<file path="src/design/dee_pkg.sv">
// Package for the delta entropy estimator: history entry type, table size
// and the bit-length function. No dependencies.
package dee_pkg;

    localparam int SOURCES    = 16;
    localparam int IDX_W      = (SOURCES > 1) ? $clog2(SOURCES) : 1;
    localparam int SAMPLE_W   = 32;
    localparam int SRC_ID_W   = 4;
    localparam int ENTROPY_W  = 6;
    localparam int OUT_DATA_W = 8;

    typedef struct packed {
        logic [31:0] sample;
        logic [31:0] d1;
        logic [32:0] d2;
    } hist_t;

    // Bit length of a 32-bit value, 0 for zero, 32 for top bit set.
    function automatic logic [ENTROPY_W-1:0] bit_length(input logic [31:0] val);
        logic [31:0]          v;
        logic [ENTROPY_W-1:0] len;
        begin
            v   = val;
            len = 6'd32;
            if (v == 32'd0)
            begin
                len = 6'd0;
            end
            else
            begin
                if ((v & 32'hFFFF_0000) == 32'd0)
                begin
                    len = len - 6'd16;
                    v   = v << 16;
                end
                if ((v & 32'hFF00_0000) == 32'd0)
                begin
                    len = len - 6'd8;
                    v   = v << 8;
                end
                if ((v & 32'hF000_0000) == 32'd0)
                begin
                    len = len - 6'd4;
                    v   = v << 4;
                end
                if ((v & 32'hC000_0000) == 32'd0)
                begin
                    len = len - 6'd2;
                    v   = v << 2;
                end
                if ((v & 32'h8000_0000) == 32'd0)
                begin
                    len = len - 6'd1;
                end
            end
            return len;
        end
    endfunction

endpackage

</file>
<file path="src/design/dee_history.sv">
// Per-source history table (last sample, last d1, last d2) in flip-flops,
// cleared at reset. Depends on dee_pkg.
module dee_history
    import dee_pkg::*;
(
    input  logic             clk,
    input  logic             rst_n,
    input  logic [IDX_W-1:0] idx,
    output hist_t            rd_entry,
    input  logic             wr_en,
    input  hist_t            wr_entry
);

    hist_t table_reg [SOURCES];

    assign rd_entry = table_reg[idx];

    always_ff @(posedge clk or negedge rst_n)
    begin
        if (!rst_n)
        begin
            for (int i = 0; i < SOURCES; i++)
            begin
                table_reg[i] <= '0;
            end
        end
        else if (wr_en)
        begin
            table_reg[idx] <= wr_entry;
        end
    end

endmodule

</file>
<file path="src/design/dee_delta.sv">
// Delta datapath: first, second and third deltas, smallest magnitude and its
// bit length; also forms the updated history entry. Depends on dee_pkg.
module dee_delta
    import dee_pkg::*;
(
    input  logic [SAMPLE_W-1:0]  sample,
    input  hist_t                prev,
    output hist_t                next,
    output logic [ENTROPY_W-1:0] entropy_bits
);

    logic        [31:0] d1u;
    logic signed [32:0] d2;
    logic signed [33:0] d3;
    logic        [32:0] abs2;
    logic        [33:0] abs3;
    logic        [33:0] m1;
    logic        [33:0] m2;
    logic        [33:0] m3;

    always_comb
    begin
        d1u  = sample - prev.sample;
        d2   = $signed({1'b0, d1u}) - $signed({1'b0, prev.d1});
        d3   = $signed({d2[32], d2}) - $signed({prev.d2[32], prev.d2});
        abs2 = d2[32] ? 33'(-d2) : 33'(d2);
        abs3 = d3[33] ? 34'(-d3) : 34'(d3);

        m1 = {2'b00, d1u};
        m2 = ({1'b0, abs2} < m1) ? {1'b0, abs2} : m1;
        m3 = (abs3 < m2) ? abs3 : m2;

        entropy_bits = bit_length(m3[31:0]);

        next.sample = sample;
        next.d1     = d1u;
        next.d2     = d2;
    end

endmodule

</file>
<file path="src/design/delta_entropy_estimator.sv">
// Top level of the delta entropy estimator: stream ports, input and result
// registers, history table and delta datapath. Depends on dee_pkg, dee_history, dee_delta.
//
// Takes one beat per cycle: a 32-bit sample (tdata) and a source index (tuser,
// reduced modulo SOURCES). The result, the bit length (0..32) of the smallest of
// |d1|, |d2|, |d3| for that source, is computed from the input register and
// offered from the result register. The rate of one beat per cycle is set by
// the history table, which is read, updated and written back between the
// input and result registers, so back-to-back beats on one source see each
// other's history.
// The input stalls only while both registers hold a beat and m_tready is low.
// The table is flip-flops cleared directly by reset; no clearing pass is needed.
module delta_entropy_estimator
    import dee_pkg::*;
(
    input  logic                  clk,
    input  logic                  rst_n,
    input  logic                  s_tvalid,
    output logic                  s_tready,
    input  logic [SAMPLE_W-1:0]   s_tdata,   // [31:0] sample
    input  logic [SRC_ID_W-1:0]   s_tuser,   // [3:0] source_id
    output logic                  m_tvalid,
    input  logic                  m_tready,
    output logic [OUT_DATA_W-1:0] m_tdata    // [5:0] entropy_bits, [7:6] zero
);

    logic                 in_valid_reg;
    logic [SAMPLE_W-1:0]  sample_reg;
    logic [IDX_W-1:0]     idx_reg;
    logic                 out_valid_reg;
    logic [ENTROPY_W-1:0] entropy_reg;
    logic                 advance;
    logic                 in_take;
    hist_t                prev_entry;
    hist_t                next_entry;
    logic [ENTROPY_W-1:0] entropy_next;

    assign advance  = in_valid_reg && (!out_valid_reg || m_tready);
    assign s_tready = !in_valid_reg || !out_valid_reg || m_tready;
    assign in_take  = s_tvalid && s_tready;

    always_ff @(posedge clk or negedge rst_n)
    begin
        if (!rst_n)
        begin
            in_valid_reg  <= 1'b0;
            out_valid_reg <= 1'b0;
        end
        else
        begin
            if (in_take)
            begin
                in_valid_reg <= 1'b1;
            end
            else if (advance)
            begin
                in_valid_reg <= 1'b0;
            end

            if (advance)
            begin
                out_valid_reg <= 1'b1;
            end
            else if (m_tready)
            begin
                out_valid_reg <= 1'b0;
            end
        end
    end

    always_ff @(posedge clk)
    begin
        if (in_take)
        begin
            sample_reg <= s_tdata;
            idx_reg    <= IDX_W'(s_tuser % SOURCES);
        end
        if (advance)
        begin
            entropy_reg <= entropy_next;
        end
    end

    dee_history u_history (
        .clk      (clk),
        .rst_n    (rst_n),
        .idx      (idx_reg),
        .rd_entry (prev_entry),
        .wr_en    (advance),
        .wr_entry (next_entry)
    );

    dee_delta u_delta (
        .sample       (sample_reg),
        .prev         (prev_entry),
        .next         (next_entry),
        .entropy_bits (entropy_next)
    );

    assign m_tvalid = out_valid_reg;
    assign m_tdata  = {{(OUT_DATA_W - ENTROPY_W){1'b0}}, entropy_reg};

    a_result_range: assert property (@(posedge clk) disable iff (!rst_n)
        m_tvalid |-> (m_tdata[5:0] <= 6'd32))
        else $error("entropy result above 32");

    a_ready_when_drained: assert property (@(posedge clk) disable iff (!rst_n)
        m_tready |-> s_tready)
        else $error("input stalled while output drains");

    a_advance_fills: assert property (@(posedge clk) disable iff (!rst_n)
        (in_valid_reg && !out_valid_reg) |=> out_valid_reg)
        else $error("pending beat did not reach result register");

    a_hold_result: assert property (@(posedge clk) disable iff (!rst_n)
        (out_valid_reg && !m_tready && !in_valid_reg) |=> $stable(entropy_reg))
        else $error("result changed while stalled");

endmodule

</file>
<file path="config.mk">
export PLATFORM = sky130hd
export DESIGN_NAME = delta_entropy_estimator
export DESIGN_NICKNAME = d
export VERILOG_FILES = /design/src/design/dee_pkg.sv /design/src/design/dee_history.sv /design/src/design/dee_delta.sv /design/src/design/delta_entropy_estimator.sv
export SDC_FILE = /design/constraint.sdc
export NUM_CORES = 2
export LEC_CHECK = 0
export ABC_AREA = 1
export BUFFER_PORTS_ARGS = -buffer_cell sky130_fd_sc_hd__buf_2
export CAP_MARGIN = 20
export CELL_PAD_IN_SITES_DETAIL_PLACEMENT = 0
export CELL_PAD_IN_SITES_GLOBAL_PLACEMENT = 1
export CORE_MARGIN = 10
export CORE_UTILIZATION = 43
export DETAILED_ROUTE_END_ITERATION = 10
export GPL_TIMING_DRIVEN = 0
export PLACE_DENSITY_LB_ADDON = 0.1
export SKIP_CTS_REPAIR_TIMING = 1
export SLEW_MARGIN = 0
export SYNTH_ARGS = -nofsm -noshare
export SYNTH_HDL_FRONTEND = slang
export SYNTH_HIERARCHICAL = 1
export SYNTH_SLANG_ARGS = --single-unit
</file>
<file path="constraint.sdc">
create_clock -name clk -period 10.5 [get_ports clk]
set_input_delay 1.05 -clock clk [delete_from_list [all_inputs] [get_ports clk]]
set_output_delay 1.05 -clock clk [all_outputs]
set_load 0.03 [all_outputs]
</file>
# == Yosys cells after proc, flatten, opt, wreduce, memory -nomap -nowiden ==
# Cells that the tools add are included.
# word_totals
register_bits,1596
input_bits,40
out_inout_bits,10
elab_cells,114
# op_classes
add_sub_neg,9
n_lt_le_gt_ge,4
n_mux,31
bitwise_logic,1
n_reduce_logical,16
# op_table
operator,count
bitwise mux 1552 bit,1
binary-select mux 97 bit (select 4 bit),1
demux 97 bit (select 4 bit),1
two-way mux 97 bit,3
two-way mux 32 bit,9
zero test 32 bit,6
two-way mux 33 bit,2
two-way mux 6 bit,9
< comparator 34 x 33 -> 1 bit,1
two-way mux 34 bit,1
negator 34 bit,1
subtractor 33 x 33 -> 34 bit,1
< comparator 33 x 32 -> 1 bit,1
negator 33 bit,1
subtractor 32 x 32 -> 33 bit,1
subtractor 32 bit,1
"subtractor 6 x 1 -> 6 bit, second input constant",1
"subtractor 6 x 2 -> 6 bit, second input constant",1
"subtractor 6 x 3 -> 6 bit, second input constant",1
"subtractor 6 x 4 -> 6 bit, second input constant",1
">= comparator 5 bit, second input constant",1
"< comparator 5 x 1 -> 1 bit, second input constant",1
inverter 4 -> 5 bit,1
two-way mux 1 bit,4
4 further kinds,10

# == Depth between registers and ports, before layout ==
# logic_depth
depth_word,26
mapped_depth,99
ltp_nobuf,89

# == Modules after synthesis ==
# Netlist, hierarchy kept.
# modules_own_cells
module,instances,cells_per_inst,area_per_inst_um2,seq_area_each_um2
dee_history,1,9882,72273.1,38837.2
dee_delta,1,2170,11730.0,0.0
delta_entropy_estimator,1,58,1373.8,1311.3

# == Least setup slack after synthesis ==
# No wires, ideal clock.
# synth_path
kind,register to register
from,register idx_reg[0]
to,"register entropy_reg[5], data pin"
setup_ns,0.253
arrival_ns,11.372
required_ns,10.247
setup_slack_ns,-1.125
stages_incl_launch_ff,94
path_buffers,11
period_less_slack_ns,11.625
path_cell_list,edfxtp_1 -> buf_2 -> inv_2 -> buf_2 -> buf_2 -> clkbuf_1 -> nand2_1 -> nand2_1 -> nand2_1 -> nand2_1 -> nand2_1 -> nand2_1 -> inv_1 -> nand2_1 -> inv_1 -> ha_1 -> inv_1 -> nor3_1 -> [... 58 more ...] -> nor2_8 -> nand3_1 -> nand2_1 -> nand2_2 -> nor2_4 -> nand2_4 -> ha_1 -> nand3b_1 -> inv_1 -> nand2_1 -> nand2_1 -> nand2_1 -> nand2_1 -> o21ai_0 -> inv_1 -> nand2_1 -> nand2_1 -> nor2_1
# synth_lines
element,line,source
from (decl),delta_entropy_estimator.sv:29,logic [IDX_W-1:0] idx_reg;
from (signal assigned),delta_entropy_estimator.sv:76,idx_reg <= IDX_W'(s_tuser % SOURCES);
to (signal assigned),delta_entropy_estimator.sv:80,entropy_reg <= entropy_next;
to (decl),delta_entropy_estimator.sv:31,logic [ENTROPY_W-1:0] entropy_reg;

==> results_tabular.tex <==
\begin{tabular}{lr}
\hline
Metric & Value \\
\hline
\multicolumn{2}{l}{\textbf{Worst setup path}} \\
Beginning of the worst register-to-register path & idx\_reg[1] \\
Critical setup path kind & flop to flop \\
Worst setup SP type & flop \\
CP startpoint & idx\_reg[1] \\
Critical path required time & around 11 ns \\
Most used cell, CP & nand2\_1 \\
Worst Path Max Fanout & 10 \\
Endpoint class of the critical path & flop \\
Worst R2R Setup Slack & -1.75 ns \\
Worst Reg2Reg Path Length in Cells & 79 \\
Crit path DAT & about 13 ns \\
R2r endpoint & entropy\_reg[5] \\
Largest stage delay, worst path & 0.57 ns \\
Library cell contributing the largest single delay on the critical path & o21ai\_0 \\
\multicolumn{2}{l}{\textbf{Die}} \\
Total die area & between 200000 and 250000 sq um \\
Die X-Extent & $\sim$470 um \\
Starting utilization of the core area & 0.432 \\
Standard-cell row count & around 160 \\
Core footprint & 197000 sq um \\
Top-level port count & 50 \\
Die Y & between 400 and 500 um \\
\multicolumn{2}{l}{\textbf{Outcome}} \\
Result of the run & finished with violations \\
Failing checks & negative setup slack \\
\multicolumn{2}{l}{\textbf{STA}} \\
Shortest clock period the worst path allows after layout & 12.25 ns \\
Slew @ Worst Pin & between 1 and 1.5 ns \\
Final hold violation count & 0 \\
Number of failing setup endpoints in the final timing report & 6 \\
Achievable Freq & $\sim$82 MHz \\
Final Slew Violations & 0 \\
Least setup slack across all paths after layout & -1.75 ns \\
Worst slew margin & 0.260 \\
Worst-case clock skew & between 0.04 and 0.05 ns \\
Final worst-path cycle share & 1.17 \\
Setup repair after global routing missed its margin & true \\
\multicolumn{2}{l}{\textbf{Drt}} \\
Count of TritonRoute iterations in the first routing pass & 7 \\
Routed wire length & between 300000 and 400000 um \\
Via/cell ratio & $\sim$5.3 \\
Number of DRC violations after detailed routing & 0 \\
Vias after detailed routing & around 80k \\
Antenna viol nets, final & 0 \\
Detailed Route Iter0 Violations & approximately 8.5k \\
Routed wire per std cell & 23.4 um \\
\multicolumn{2}{l}{\textbf{Synth}} \\
Count of flip-flops with a built-in enable after synthesis & 42 \\
Post-Synthesis Mean Instance Area & around 7.1 sq um \\
Total of warnings raised by yosys & 6 \\
Share of synthesized registers carrying an async set or reset & 0.974 \\
Post-synthesis instance total & roughly 12k \\
Flip-flop cell with the highest count after synthesis & dfrtp\_1 \\
Most repeated cell in the gate-level netlist after synthesis & nand2\_1 \\
Library cell with the largest summed area after synthesis & dfrtp\_1 \\
Syn Std Cell Area & 85400 sq um \\
Top post-synthesis cells by area & dfrtp\_1 46\%, nand2\_1 25\%, a21oi\_1 5.3\% \\
Proportion of synthesized chip area in sequential cells & 0.470 \\
Share of the synthesized area in the top cell type & 0.455 \\
Most instantiated cells after synthesis & 5584 x nand2\_1, 1554 x dfrtp\_1, 950 x nor2\_1 \\
Count of cell types in the netlist & 56 \\
Yosys reg bits & roughly 1.6k \\
\multicolumn{2}{l}{\textbf{Finish}} \\
Fin nets & approximately 13k \\
Non-filler cells, final & 15.4k \\
Utilization after layout & 0.509 \\
Storage cell area & around 40000 sq um \\
Multi-input gate area in the final layout & 41000 sq um \\
Fill cells & 19.9k \\
Number of flip-flops in the largest register & 1552 \\
Area overhead of the layout relative to synthesis & 17.8\% \\
Share of post-route cells with drive strength above 1 & 0.0993 \\
\multicolumn{2}{l}{\textbf{CTS}} \\
TritonCTS buffer count & between 150 and 200 \\
Insertion delay to the later sink of the worst-skew pair & between 0.8 and 0.9 ns \\
CTS max path bufs & 3 \\
Number of levels in the clock H-tree & 4 \\
Clock-pin transition on the worst setup and hold timing paths & roughly 0.060 ns \\
Buffer type at the clock tree root & clkbuf\_16 \\
Clock tree from TritonCTS & yes \\
Clock Sink Count & 1596 \\
\multicolumn{2}{l}{\textbf{GRT}} \\
Pin count of the biggest net entering global routing & about 160 \\
Global-route wire length before repair & 517000 um \\
Number of global-route vias before repair & slightly below 80k \\
Number of antenna violations at the first check in global routing & 33 \\
Global-route usage over all layers & 0.319 \\
Overflow left after global routing & 0 \\
\multicolumn{2}{l}{\textbf{Flow run}} \\
Total of max-cap violations & 0 \\
\multicolumn{2}{l}{\textbf{Placement}} \\
Number of buffers inserted by port buffering & between 40 and 50 \\
Placed wire-length estimate after detailed placement & about 270000 um \\
Pre-CTS setup slack & -4.68 ns \\
Cell Count Post-Placement & around 15k \\
Final RePlAce weighted congestion & 0.944 \\
\multicolumn{2}{l}{\textbf{Worst hold path}} \\
Worst min path class & primary input to async pin \\
\hline
\end{tabular}
worst max-delay path: cells and delay by family (launching register included):
family / cells / cell delay (ns)
AND/OR/NAND/NOR: 37 / 3.60
buffers and inverters: 21 / 3.08
AO/OA/AOI/OAI: 14 / 3.05
adder cells (fa/ha/maj): 5 / 1.37
XOR/XNOR: 2 / 0.45
flip-flops: 1 / 0.36
stage by stage:
step / hold WS, ns / area, sq um / TNS (ns)
detailed placement: 0.473 / 90100 / -26.97
floorplan: 0.453 / 85600 / 0
global route: 0.126 / 100000 / -12.84
CTS: 0.0831 / 96200 / -27.28
global placement: 0.465 / 89100 / -
finish: 0.116 / 101000 / -9.76
layout make-up:
class	instances	area share
Clock inverter	53	0.00667
Timing Repair Buffer	263	0.0271
Antenna cell	46	0.00114
Clock buffer	276	0.0538
Tap cell	2640	0.0328
Sequential cell	1596	0.399
Buffer	782	0.0420
Inverter	765	0.0294
Multi-Input combinational cell	8970	0.408
metal layers:
metal,part of all wire,global-route usage
met5,0.00015,0
met4,0.043,0.123
met3,0.096,0.0797
met2,0.43,0.486
met1,0.43,0.437
cells in the final DEF (no fill, tap or decap), drive strengths merged, types with 2 or more instances in the layout:
cell / instances
clkinv: 30
a21boi: 5
a211oi: 4
and3: 5
nand4: 42
o2111ai: 2
and2: 6
ha: 164
or2: 2
nor4: 15
conb: 3
o21a: 7
o211ai: 4
nand3b: 17
inv: 762
fa: 3
nor3: 41
xnor2: 24
dfrtp: 1554
edfxtp: 42
o21ai: 873
nand2: 5620
xor2: 92
nand3: 114
nor2: 977
buf: 561
o221ai: 3
a21o: 4
clkbuf: 760
a21oi: 917
clkinvlp: 12
diode: 46
a31oi: 9
o21bai: 14
bufinv: 14
cells by family after synthesis:
kind of cell               synth area share
DFF                                   0.470
xor gates and xnor gates             0.0125
buffers and inverters                0.0724
other                             0.0000880
adders and majority gates            0.0247
and+or+nand+nor                       0.310
AOI/OAI and AO/OA                     0.110
worst max path at each step:
stage	to	slack [ns]	cells after the start
2_1_floorplan	entropy_reg[5]	0.02	96
3_3_place_gp	u_history/table_reg[1366]	-27.21	1
3_5_place_dp	entropy_reg[5]	-4.68	77
4_1_cts	entropy_reg[5]	-4.73	77
5_1_grt	entropy_reg[5]	-2.28	96
6_report	entropy_reg[5]	-1.75	79
Power is not shown: default switching activity piles up to over one toggle a cycle in this logic, so the estimate is an artifact.
